**config.mk**
```make
export PLATFORM = sky130hd
export DESIGN_NAME = pack_overcurrent_fault_monitor
export DESIGN_NICKNAME = d
export VERILOG_FILES = /design/src/design/pofm_pkg.sv /design/src/design/pack_overcurrent_fault_monitor.sv
export SDC_FILE = /design/constraint.sdc
export NUM_CORES = 1
export LEC_CHECK = 0
export ABC_AREA = 0
export BUFFER_PORTS_ARGS = -buffer_cell sky130_fd_sc_hd__buf_2
export CORE_UTILIZATION = 25
export DETAILED_ROUTE_END_ITERATION = 7
export HOLD_SLACK_MARGIN = 0.08
export MAX_ROUTING_LAYER = met4
export PLACE_DENSITY_LB_ADDON = 0.2
export SLEW_MARGIN = 10
export SYNTH_ARGS = -nofsm -noshare
export SYNTH_HDL_FRONTEND = slang
export SYNTH_SLANG_ARGS = --single-unit
```
**constraint.sdc**
```tcl
create_clock -name clk -period 10 [get_ports clk]
set_input_delay 2.5 -clock clk [delete_from_list [all_inputs] [get_ports clk]]
set_output_delay 2.5 -clock clk [all_outputs]
set_load 0.005 [all_outputs]
```
**src/design/pofm_pkg.sv**
```systemverilog
// ----------------------------------------------------------------------------
// pofm_pkg
// Shared types, codes, thresholds and functions of the pack overcurrent monitor.
// ----------------------------------------------------------------------------
package pofm_pkg;

  localparam int MS_COUNTER_WIDTH_DEF = 16;

  // commands
  localparam logic CMD_EVAL  = 1'b0;
  localparam logic CMD_CLEAR = 1'b1;

  // operating modes
  localparam logic [1:0] MODE_IDLE      = 2'd0;
  localparam logic [1:0] MODE_DRIVE     = 2'd1;
  localparam logic [1:0] MODE_CHARGE    = 2'd2;
  localparam logic [1:0] MODE_PRECHARGE = 2'd3;

  // sensor status
  localparam logic [2:0] STAT_ADC_READ   = 3'd3;
  localparam logic [2:0] STAT_IMPLAUS    = 3'd4;
  localparam logic [2:0] STAT_SATURATION = 3'd5;
  localparam logic [2:0] STAT_MISMATCH   = 3'd6;

  // reason codes
  localparam logic [4:0] R_NONE       = 5'd0;
  localparam logic [4:0] R_NOT_READY  = 5'd1;
  localparam logic [4:0] R_ADC_READ   = 5'd2;
  localparam logic [4:0] R_IMPLAUS    = 5'd3;
  localparam logic [4:0] R_SATURATION = 5'd4;
  localparam logic [4:0] R_MISMATCH   = 5'd5;
  localparam logic [4:0] R_DIS_BASE   = 5'd6;
  localparam logic [4:0] R_CHG_BASE   = 5'd10;
  localparam logic [4:0] R_REG_BASE   = 5'd14;
  localparam logic [4:0] R_REG_UNEXP  = 5'd18;
  localparam logic [4:0] R_PRE_BASE   = 5'd19;

  // register indexes
  localparam logic [2:0] REG_REGEN_EN  = 3'd0;
  localparam logic [2:0] REG_SENSOR_MS = 3'd1;
  localparam logic [2:0] REG_SLOW_MS   = 3'd2;
  localparam logic [2:0] REG_FAST_MS   = 3'd3;
  localparam logic [2:0] REG_PRE_SLOW  = 3'd4;
  localparam logic [2:0] REG_PRE_FAST  = 3'd5;

  // register reset values
  localparam logic [15:0] SENSOR_MS_RST = 16'd500;
  localparam logic [15:0] SLOW_MS_RST   = 16'd500;
  localparam logic [15:0] FAST_MS_RST   = 16'd100;
  localparam logic [15:0] PRE_SLOW_RST  = 16'd200;
  localparam logic [15:0] PRE_FAST_RST  = 16'd40;

  // thresholds, 10 mA units
  localparam logic [14:0] DIS_WARN = 15'd7000;
  localparam logic [14:0] DIS_TRIP = 15'd8500;
  localparam logic [14:0] DIS_FAST = 15'd12000;
  localparam logic [14:0] DIS_EXT  = 15'd24000;
  localparam logic [14:0] CHG_WARN = 15'd1050;
  localparam logic [14:0] CHG_TRIP = 15'd1200;
  localparam logic [14:0] CHG_FAST = 15'd1500;
  localparam logic [14:0] CHG_EXT  = 15'd3000;
  localparam logic [14:0] REG_WARN = 15'd2000;
  localparam logic [14:0] REG_TRIP = 15'd2500;
  localparam logic [14:0] REG_FAST = 15'd3000;
  localparam logic [14:0] REG_EXT  = 15'd5000;
  localparam logic [14:0] REG_UNEXP_LVL = 15'd500;
  localparam logic [14:0] PRE_WARN = 15'd80;
  localparam logic [14:0] PRE_TRIP = 15'd120;
  localparam logic [14:0] PRE_FAST = 15'd200;

  typedef enum logic [1:0] {
    LAD_DISCHARGE,
    LAD_CHARGE,
    LAD_REGEN,
    LAD_PRECHARGE
  } ladder_sel_t;

  typedef enum logic [1:0] {
    KIND_NONE,
    KIND_WARN,
    KIND_TRIP
  } level_kind_t;

  typedef enum logic [2:0] {
    CONF_NOW,
    CONF_SLOW,
    CONF_FAST,
    CONF_PRE_SLOW,
    CONF_PRE_FAST
  } confirm_sel_t;

  typedef struct packed {
    level_kind_t  kind;
    logic [4:0]   code;
    logic [14:0]  thr;
    confirm_sel_t conf;
  } ladder_t;

  function automatic logic [4:0] sensor_code(logic [2:0] status);
    logic [4:0] c;
    unique case (status)
      STAT_ADC_READ:   c = R_ADC_READ;
      STAT_IMPLAUS:    c = R_IMPLAUS;
      STAT_SATURATION: c = R_SATURATION;
      STAT_MISMATCH:   c = R_MISMATCH;
      default:         c = R_NOT_READY;
    endcase
    return c;
  endfunction

  function automatic ladder_t run_ladder(logic [16:0] mag, ladder_sel_t sel,
                                         logic regen_en);
    ladder_t     r;
    logic [14:0] w;
    logic [14:0] t;
    logic [14:0] f;
    logic [14:0] x;
    logic [4:0]  base;
    logic        pre;
    r = '{kind: KIND_NONE, code: R_NONE, thr: 15'd0, conf: CONF_NOW};
    pre = 1'b0;
    unique case (sel)
      LAD_DISCHARGE: begin
        w = DIS_WARN; t = DIS_TRIP; f = DIS_FAST; x = DIS_EXT; base = R_DIS_BASE;
      end
      LAD_CHARGE: begin
        w = CHG_WARN; t = CHG_TRIP; f = CHG_FAST; x = CHG_EXT; base = R_CHG_BASE;
      end
      LAD_REGEN: begin
        w = REG_WARN; t = REG_TRIP; f = REG_FAST; x = REG_EXT; base = R_REG_BASE;
      end
      default: begin
        w = PRE_WARN; t = PRE_TRIP; f = PRE_FAST; x = 15'd0; base = R_PRE_BASE;
        pre = 1'b1;
      end
    endcase
    if (x != 15'd0 && mag >= {2'b00, x}) begin
      r = '{kind: KIND_TRIP, code: base + 5'd3, thr: x, conf: CONF_NOW};
    end else if (mag >= {2'b00, f}) begin
      r = '{kind: KIND_TRIP, code: base + 5'd2, thr: f,
            conf: pre ? CONF_PRE_FAST : CONF_FAST};
    end else if (mag >= {2'b00, t}) begin
      r = '{kind: KIND_TRIP, code: base + 5'd1, thr: t,
            conf: pre ? CONF_PRE_SLOW : CONF_SLOW};
    end else if (mag >= {2'b00, w}) begin
      r = '{kind: KIND_WARN, code: base, thr: w, conf: CONF_NOW};
    end
    if (sel == LAD_REGEN && !regen_en && mag >= {2'b00, REG_UNEXP_LVL} &&
        mag < {2'b00, REG_WARN}) begin
      r = '{kind: KIND_WARN, code: R_REG_UNEXP, thr: REG_UNEXP_LVL, conf: CONF_NOW};
    end
    return r;
  endfunction

endpackage

```
**src/design/pack_overcurrent_fault_monitor.sv**
```systemverilog
// ----------------------------------------------------------------------------
// pack_overcurrent_fault_monitor
// Classifies pack current samples against mode-dependent threshold ladders,
// confirms and latches overcurrent trips, and tracks invalid sensor time.
// ----------------------------------------------------------------------------
//  channel   signals                                   role
//  sample    sample_valid/sample_ready + 6 fields      one current sample or clear
//  result    result_valid/result_ready + 9 fields      one status word per sample
//  config    psel/penable/pwrite/paddr/pwdata/prdata   APB register access
//
//  One word a cycle sustained while result_ready is high. Stage 1 registers
//  the accepted sample, stage 2 evaluates it against the monitor state and
//  raises result_valid; the state registers double as the result register.
//  A stalled result holds stage 2; stage 1 still takes one more word.
//  rst is synchronous: registers return to defaults, reason reads not ready.
// ----------------------------------------------------------------------------
module pack_overcurrent_fault_monitor #(
  parameter int MS_COUNTER_WIDTH = pofm_pkg::MS_COUNTER_WIDTH_DEF
) (
  input  logic               clk,
  input  logic               rst,
  // sample channel
  input  logic               sample_valid,
  output logic               sample_ready,
  input  logic               cmd,
  input  logic [1:0]         op_mode,
  input  logic signed [16:0] pack_current,
  input  logic               sample_ok,
  input  logic [2:0]         sensor_status,
  input  logic [15:0]        elapsed_ms,
  // result channel
  output logic               result_valid,
  input  logic               result_ready,
  output logic               sensor_flag,
  output logic               warn_flag,
  output logic               pending_flag,
  output logic               confirmed_flag,
  output logic               latched_flag,
  output logic [4:0]         fault_reason,
  output logic [4:0]         latch_reason,
  output logic [14:0]        active_threshold,
  output logic [16:0]        current_magnitude,
  // config port
  input  logic               psel,
  input  logic               penable,
  input  logic               pwrite,
  input  logic [4:0]         paddr,
  input  logic [31:0]        pwdata,
  output logic [31:0]        prdata,
  output logic               pready
);

  localparam int W  = MS_COUNTER_WIDTH;
  localparam int CW = (W > 16) ? W : 16;
  localparam int SW = CW + 1;
  localparam logic [W-1:0] CNT_MAX = {W{1'b1}};

  // config registers
  logic        regen_enabled;
  logic [15:0] sensor_timeout_ms;
  logic [15:0] slow_confirm_ms;
  logic [15:0] fast_confirm_ms;
  logic [15:0] precharge_slow_ms;
  logic [15:0] precharge_fast_ms;

  assign pready = 1'b1;

  always_ff @(posedge clk) begin
    if (rst) begin
      regen_enabled     <= 1'b0;
      sensor_timeout_ms <= pofm_pkg::SENSOR_MS_RST;
      slow_confirm_ms   <= pofm_pkg::SLOW_MS_RST;
      fast_confirm_ms   <= pofm_pkg::FAST_MS_RST;
      precharge_slow_ms <= pofm_pkg::PRE_SLOW_RST;
      precharge_fast_ms <= pofm_pkg::PRE_FAST_RST;
    end else if (psel && penable && pwrite && pready) begin
      unique case (paddr[4:2])
        pofm_pkg::REG_REGEN_EN:  regen_enabled     <= pwdata[0];
        pofm_pkg::REG_SENSOR_MS: sensor_timeout_ms <= pwdata[15:0];
        pofm_pkg::REG_SLOW_MS:   slow_confirm_ms   <= pwdata[15:0];
        pofm_pkg::REG_FAST_MS:   fast_confirm_ms   <= pwdata[15:0];
        pofm_pkg::REG_PRE_SLOW:  precharge_slow_ms <= pwdata[15:0];
        pofm_pkg::REG_PRE_FAST:  precharge_fast_ms <= pwdata[15:0];
        default: ;
      endcase
    end
  end

  always_comb begin
    unique case (paddr[4:2])
      pofm_pkg::REG_REGEN_EN:  prdata = {31'd0, regen_enabled};
      pofm_pkg::REG_SENSOR_MS: prdata = {16'd0, sensor_timeout_ms};
      pofm_pkg::REG_SLOW_MS:   prdata = {16'd0, slow_confirm_ms};
      pofm_pkg::REG_FAST_MS:   prdata = {16'd0, fast_confirm_ms};
      pofm_pkg::REG_PRE_SLOW:  prdata = {16'd0, precharge_slow_ms};
      pofm_pkg::REG_PRE_FAST:  prdata = {16'd0, precharge_fast_ms};
      default:                 prdata = 32'd0;
    endcase
  end

  // stage 1: input register
  logic        s1_valid;
  logic        s1_cmd;
  logic [1:0]  s1_mode;
  logic [16:0] s1_current;
  logic        s1_ok;
  logic [2:0]  s1_status;
  logic [15:0] s1_elapsed;
  logic        advance;

  assign advance      = s1_valid && (!result_valid || result_ready);
  assign sample_ready = !s1_valid || advance;

  always_ff @(posedge clk) begin
    if (rst) begin
      s1_valid <= 1'b0;
    end else if (sample_ready) begin
      s1_valid <= sample_valid;
    end
  end

  always_ff @(posedge clk) begin
    if (sample_ready && sample_valid) begin
      s1_cmd     <= cmd;
      s1_mode    <= op_mode;
      s1_current <= pack_current;
      s1_ok      <= sample_ok;
      s1_status  <= sensor_status;
      s1_elapsed <= elapsed_ms;
    end
  end

  // stage 2: evaluation against monitor state
  logic [W-1:0]  invalid_time;
  logic [4:0]    pending_code;
  logic [W-1:0]  pending_time;

  logic [W-1:0]  invalid_time_next;
  logic [4:0]    pending_code_next;
  logic [W-1:0]  pending_time_next;
  logic          sensor_flag_next;
  logic          warn_next;
  logic          pending_next;
  logic          confirmed_next;
  logic          latched_next;
  logic [4:0]    reason_next;
  logic [4:0]    latch_reason_next;
  logic [14:0]   threshold_next;
  logic [16:0]   magnitude_next;

  logic [16:0]           mag;
  logic [15:0]           dt;
  pofm_pkg::ladder_sel_t sel;
  pofm_pkg::ladder_t     lad;
  logic [15:0]           conf_ms;
  logic [W-1:0]          pend_base;
  logic [SW-1:0]         pend_sum;
  logic [SW-1:0]         inv_sum;
  logic [W-1:0]          pend_sat;
  logic [W-1:0]          inv_sat;

  always_comb begin
    mag = s1_current[16] ? (~s1_current + 17'd1) : s1_current;
    dt  = (s1_elapsed == 16'd0) ? 16'd1 : s1_elapsed;

    if (s1_mode == pofm_pkg::MODE_PRECHARGE) begin
      sel = pofm_pkg::LAD_PRECHARGE;
    end else if (!s1_current[16] && s1_current != 17'd0) begin
      sel = pofm_pkg::LAD_DISCHARGE;
    end else if (s1_mode == pofm_pkg::MODE_DRIVE) begin
      sel = pofm_pkg::LAD_REGEN;
    end else begin
      sel = pofm_pkg::LAD_CHARGE;
    end
    lad = pofm_pkg::run_ladder(mag, sel, regen_enabled);

    unique case (lad.conf)
      pofm_pkg::CONF_SLOW:     conf_ms = slow_confirm_ms;
      pofm_pkg::CONF_FAST:     conf_ms = fast_confirm_ms;
      pofm_pkg::CONF_PRE_SLOW: conf_ms = precharge_slow_ms;
      pofm_pkg::CONF_PRE_FAST: conf_ms = precharge_fast_ms;
      default:                 conf_ms = 16'd0;
    endcase

    pend_base = (pending_code != lad.code) ? '0 : pending_time;
    pend_sum  = SW'(pend_base) + SW'(dt);
    pend_sat  = (pend_sum > SW'(CNT_MAX)) ? CNT_MAX : pend_sum[W-1:0];
    inv_sum   = SW'(invalid_time) + SW'(dt);
    inv_sat   = (inv_sum > SW'(CNT_MAX)) ? CNT_MAX : inv_sum[W-1:0];

    invalid_time_next = invalid_time;
    pending_code_next = pending_code;
    pending_time_next = pending_time;
    sensor_flag_next  = sensor_flag;
    warn_next         = warn_flag;
    pending_next      = pending_flag;
    confirmed_next    = confirmed_flag;
    latched_next      = latched_flag;
    reason_next       = fault_reason;
    latch_reason_next = latch_reason;
    threshold_next    = active_threshold;
    magnitude_next    = mag;

    if (s1_cmd == pofm_pkg::CMD_CLEAR) begin
      latched_next      = 1'b0;
      latch_reason_next = pofm_pkg::R_NONE;
      if (confirmed_flag) begin
        confirmed_next = 1'b0;
        reason_next    = pofm_pkg::R_NONE;
      end
      magnitude_next = 17'd0;
    end else if (!s1_ok) begin
      invalid_time_next = inv_sat;
      warn_next         = 1'b0;
      pending_next      = 1'b0;
      confirmed_next    = 1'b0;
      pending_code_next = pofm_pkg::R_NONE;
      pending_time_next = '0;
      threshold_next    = 15'd0;
      reason_next       = pofm_pkg::sensor_code(s1_status);
      if (CW'(inv_sat) >= CW'(sensor_timeout_ms)) begin
        sensor_flag_next = 1'b1;
      end
    end else begin
      invalid_time_next = '0;
      sensor_flag_next  = 1'b0;
      unique case (lad.kind)
        pofm_pkg::KIND_WARN: begin
          threshold_next    = lad.thr;
          warn_next         = 1'b1;
          pending_next      = 1'b0;
          confirmed_next    = 1'b0;
          pending_time_next = '0;
          pending_code_next = pofm_pkg::R_NONE;
          reason_next       = lad.code;
        end
        pofm_pkg::KIND_TRIP: begin
          threshold_next    = lad.thr;
          warn_next         = 1'b0;
          pending_next      = 1'b1;
          pending_code_next = lad.code;
          pending_time_next = pend_sat;
          reason_next       = lad.code;
          if (CW'(pend_sat) >= CW'(conf_ms)) begin
            pending_next      = 1'b0;
            confirmed_next    = 1'b1;
            latched_next      = 1'b1;
            latch_reason_next = lad.code;
          end
        end
        default: begin
          warn_next         = 1'b0;
          pending_next      = 1'b0;
          confirmed_next    = 1'b0;
          reason_next       = pofm_pkg::R_NONE;
          pending_code_next = pofm_pkg::R_NONE;
          pending_time_next = '0;
          threshold_next    = 15'd0;
        end
      endcase
    end
  end

  always_ff @(posedge clk) begin
    if (rst) begin
      result_valid     <= 1'b0;
      invalid_time     <= '0;
      pending_code     <= pofm_pkg::R_NONE;
      pending_time     <= '0;
      sensor_flag      <= 1'b0;
      warn_flag        <= 1'b0;
      pending_flag     <= 1'b0;
      confirmed_flag   <= 1'b0;
      latched_flag     <= 1'b0;
      fault_reason     <= pofm_pkg::R_NOT_READY;
      latch_reason     <= pofm_pkg::R_NONE;
      active_threshold <= 15'd0;
    end else if (advance) begin
      result_valid     <= 1'b1;
      invalid_time     <= invalid_time_next;
      pending_code     <= pending_code_next;
      pending_time     <= pending_time_next;
      sensor_flag      <= sensor_flag_next;
      warn_flag        <= warn_next;
      pending_flag     <= pending_next;
      confirmed_flag   <= confirmed_next;
      latched_flag     <= latched_next;
      fault_reason     <= reason_next;
      latch_reason     <= latch_reason_next;
      active_threshold <= threshold_next;
    end else if (result_ready) begin
      result_valid <= 1'b0;
    end
  end

  always_ff @(posedge clk) begin
    if (advance) begin
      current_magnitude <= magnitude_next;
    end
  end

endmodule

```
==> metrics.txt <==
Final Critical Period=about 9.4 ns; DP HPWL=32,810 µm; top-area cell type share of the netlist area=0.2254; fmax=around 0.11 GHz; Peak VDD IR=118.6 µV; ratio of cells with drive above 1 in the final layout=0.1854; Hold Crit Start=pending_time[3]; Die Y=between 200 and 250 µm; ANT nets after route=0; Yosys reg bits=206; Seq. cell area=roughly 4700 µm²; HP Class=reg -> reg; Reg2Reg Setup Slack=0.63 ns; placed insts=2,287; Clk Latency, worst-skew pair=approximately 0.57 ns; Crit Reg-Reg Startpoint=s1_current[9]; Finished Layout Cells=~2,300; Max Cap Violations=0; Worst Setup Path Type=reg -> reg; die extent in x=approximately 230 µm; Top Ports=between 150 and 200; crit end category=flop; post-synthesis instance total=approximately 1,500; Crit path largest cell delay=approximately 0.61 ns; RePlAce Congestion=between 0.8 and 0.9; crit path max fanout=16; max_slew headroom=0.2411; DP Worst Slack=~0.17 ns; Leak=between 6 and 7 nW; Power Density=between 100 and 150 nW/µm²; TritonCTS Sinks=between 200 and 250; initial antenna violation count=2; WHS Endpoint=pending_time[3]; drt drc=0; Initial Utilization=0.2554; Wirelength per Cell=between 15 and 20 µm; Clock Path Buffers=3; library cells used by synthesis=93; vias in the first global route=11,360; # nets final=approximately 1,800; core area=around 52,000 µm²; I/O Buffers=around 130; critical path required time=roughly 10 ns; depth of the worst register-to-register path=between 40 and 50; Reg-to-Reg End=latch_reason[3]; cell taking the most area after synthesis=dfxtp_1; Post-Syn Area=~13,000 µm²; Worst Clk Skew=around 0.018 ns; n_diodes=0; H-tree depth=1; asr flop ratio synth=0; Post-synth EDFFs=57; Crit-path slowest cell=or4_4; Iter 0 DRT Violations=684; count of final hold-check violations=0; most used cell, CP=ha_1; full die area=53,870 µm²; root buffer cell=clkbuf_16; hold_buf cts=0; clk slew on worst S/H paths=0.06 ns; footprint of the multi-input gates=between 7000 and 8000 µm²; FILL cells=around 5,500; Layout area overhead=17.98%; Rows=83; largest net degree at the start of global routing=94; synth top area cells=dfxtp_1 (23%), edfxtp_1 (13%), ha_1 (10%); PnR worst setup slack=between 0.6 and 0.7 ns; TritonRoute pass-1 iters=5; Setup violations, final=0; Hold Path Stages=1; first-pass GRT wire length=between 60,000 and 70,000 µm; global route overflow=0; Total GRT Usage=0.1674; Top FF cell, synth=dfxtp_1; status=complete, no violations; drt via density=about 5; Post-synth top cells=nand2_1 (216), dfxtp_1 (149), a21oi_1 (121); Tcrit/Tclk final=0.9372; CTS tree=yes; crit path DAT=slightly below 10 ns; vias=approximately 12,000; Worst setup SP type=flop; sequential share of the synthesized area=0.3547; yosys warns=0; Num CTS Buffers=27; count leader, synth=nand2_1; syn_area_per_cell=approximately 8.7 µm²; Slew @ Worst Pin=around 1.1 ns; Pins Over Slew Limit=0; Routed Wire Length=around 44,000 µm
through the flow:
stage                     hold WS (ns)  total power [mW]    util  TNS (ns)  area, µm²
after floorplan                 0.4252             1.173       -         0      13300
after global placement          0.4353             1.305  0.2824         0      14640
after detailed placement        0.4402             1.310  0.2824         0      14640
after CTS                       0.4589             2.330  0.3000         0      15550
after global routing            0.4707             2.416  0.3013  -0.01466      15620
final                           0.4579             2.299  0.3013         0      15620
registers in the layout, summed over array words and instances (netlist names), 14 cells and up:
register,cells
s1_current,17
precharge_slow_ms,16
slow_confirm_ms,16
invalid_time,16
precharge_fast_ms,16
s1_elapsed,16
sensor_timeout_ms,16
current_magnitude,17
fast_confirm_ms,16
pending_time,16
active_threshold,14
final cells by class:
| type | instances | area share |
|---|---|---|
| clock buffer | 33 | 0.04663 |
| clock inverter | 17 | 0.01170 |
| inverter | 88 | 0.02139 |
| timing repair buffer | 179 | 0.06627 |
| multi-input combinational | 1138 | 0.4989 |
| sequential | 206 | 0.3006 |
| tap | 680 | 0.05449 |
where the power goes:
part	total, mW	internal [mW]	switching [mW]
clock network	1.00	0.598	0.403
logic	0.394	0.147	0.246
registers	0.905	0.884	0.0211
cell families after synthesis:
logic type | Yosys count | share of synthesized area
multiplexers | 42 | 0.03375
AND/OR/NAND/NOR | 508 | 0.1914
buffers and inverters | 200 | 0.06504
AO/OA/AOI/OAI | 423 | 0.2238
XOR/XNOR | 35 | 0.02373
adder cells (fa/ha/maj) | 112 | 0.1070
other | 2 | 0.0005674
flip-flops | 206 | 0.3547
repair_timing:
item | CTS | global route
gates resized for setup | 0 | 11
endpoints found under the setup margin | 0 | 8
buffers inserted | 0 | 4
routing by layer:
layer | share of wire | wire length (µm) | up-vias | GRT usage
met2 | 0.44 | 19350 | 305 | 0.2543
met3 | 0.052 | 2320 | 44 | 0.02272
met5 | 0 | 0 | - | -
li1 | - | - | 5750 | -
met1 | 0.49 | 21870 | 5603 | 0.2355
met4 | 0.016 | 687 | 0 | 0.03331
cell usage in the layout, fill, tap and decap left out, types with 8 or more instances in the layout:
| cell type | count |
|---|---|
| a211o_1 | 22 |
| a211oi_1 | 9 |
| a21o_1 | 36 |
| a21oi_1 | 119 |
| a221oi_1 | 17 |
| a22o_1 | 18 |
| a22oi_1 | 30 |
| a31oi_1 | 12 |
| and2_1 | 10 |
| and3_1 | 8 |
| buf_2 | 128 |
| buf_4 | 48 |
| clkbuf_16 | 27 |
| conb_1 | 18 |
| dfxtp_1 | 149 |
| edfxtp_1 | 57 |
| ha_1 | 110 |
| inv_1 | 83 |
| mux2_2 | 17 |
| mux2i_1 | 24 |
| nand2_1 | 216 |
| nand2b_1 | 18 |
| nand3_1 | 14 |
| nand3b_1 | 12 |
| nand4_1 | 15 |
| nor2_1 | 103 |
| nor2b_1 | 13 |
| nor3_1 | 24 |
| nor3b_2 | 11 |
| nor4_1 | 8 |
| o21ai_0 | 34 |
| o22ai_1 | 34 |
| or2_2 | 8 |
| or3_1 | 8 |
| xnor2_1 | 21 |
| xor2_1 | 13 |
how the worst max path moves through the flow:
stage,startpoint,to,slack (ns)
after CTS,s1_current[8],latch_reason[2],0.11
after floorplan,s1_current[9],latch_reason[0],0.26
after detailed placement,s1_current[8],latch_reason[2],0.17
final,s1_current[9],latch_reason[3],0.63
after global routing,s1_current[9],latch_reason[0],-0.01
after global placement,s1_current[8],latch_reason[2],0.17
worst max-delay path, delay by kind of cell (launching register included):
kind                     cells  cell delay [ns]
adder cells (fa/ha/maj)      5             1.41
AND/OR/NAND/NOR             11             2.18
buffers and inverters        5             0.94
multiplexers                 2             0.48
flip-flops                   1             0.41
AO/OA/AOI/OAI               19             3.60
XOR/XNOR                     1             0.20
(Power assumes the default switching activity.)
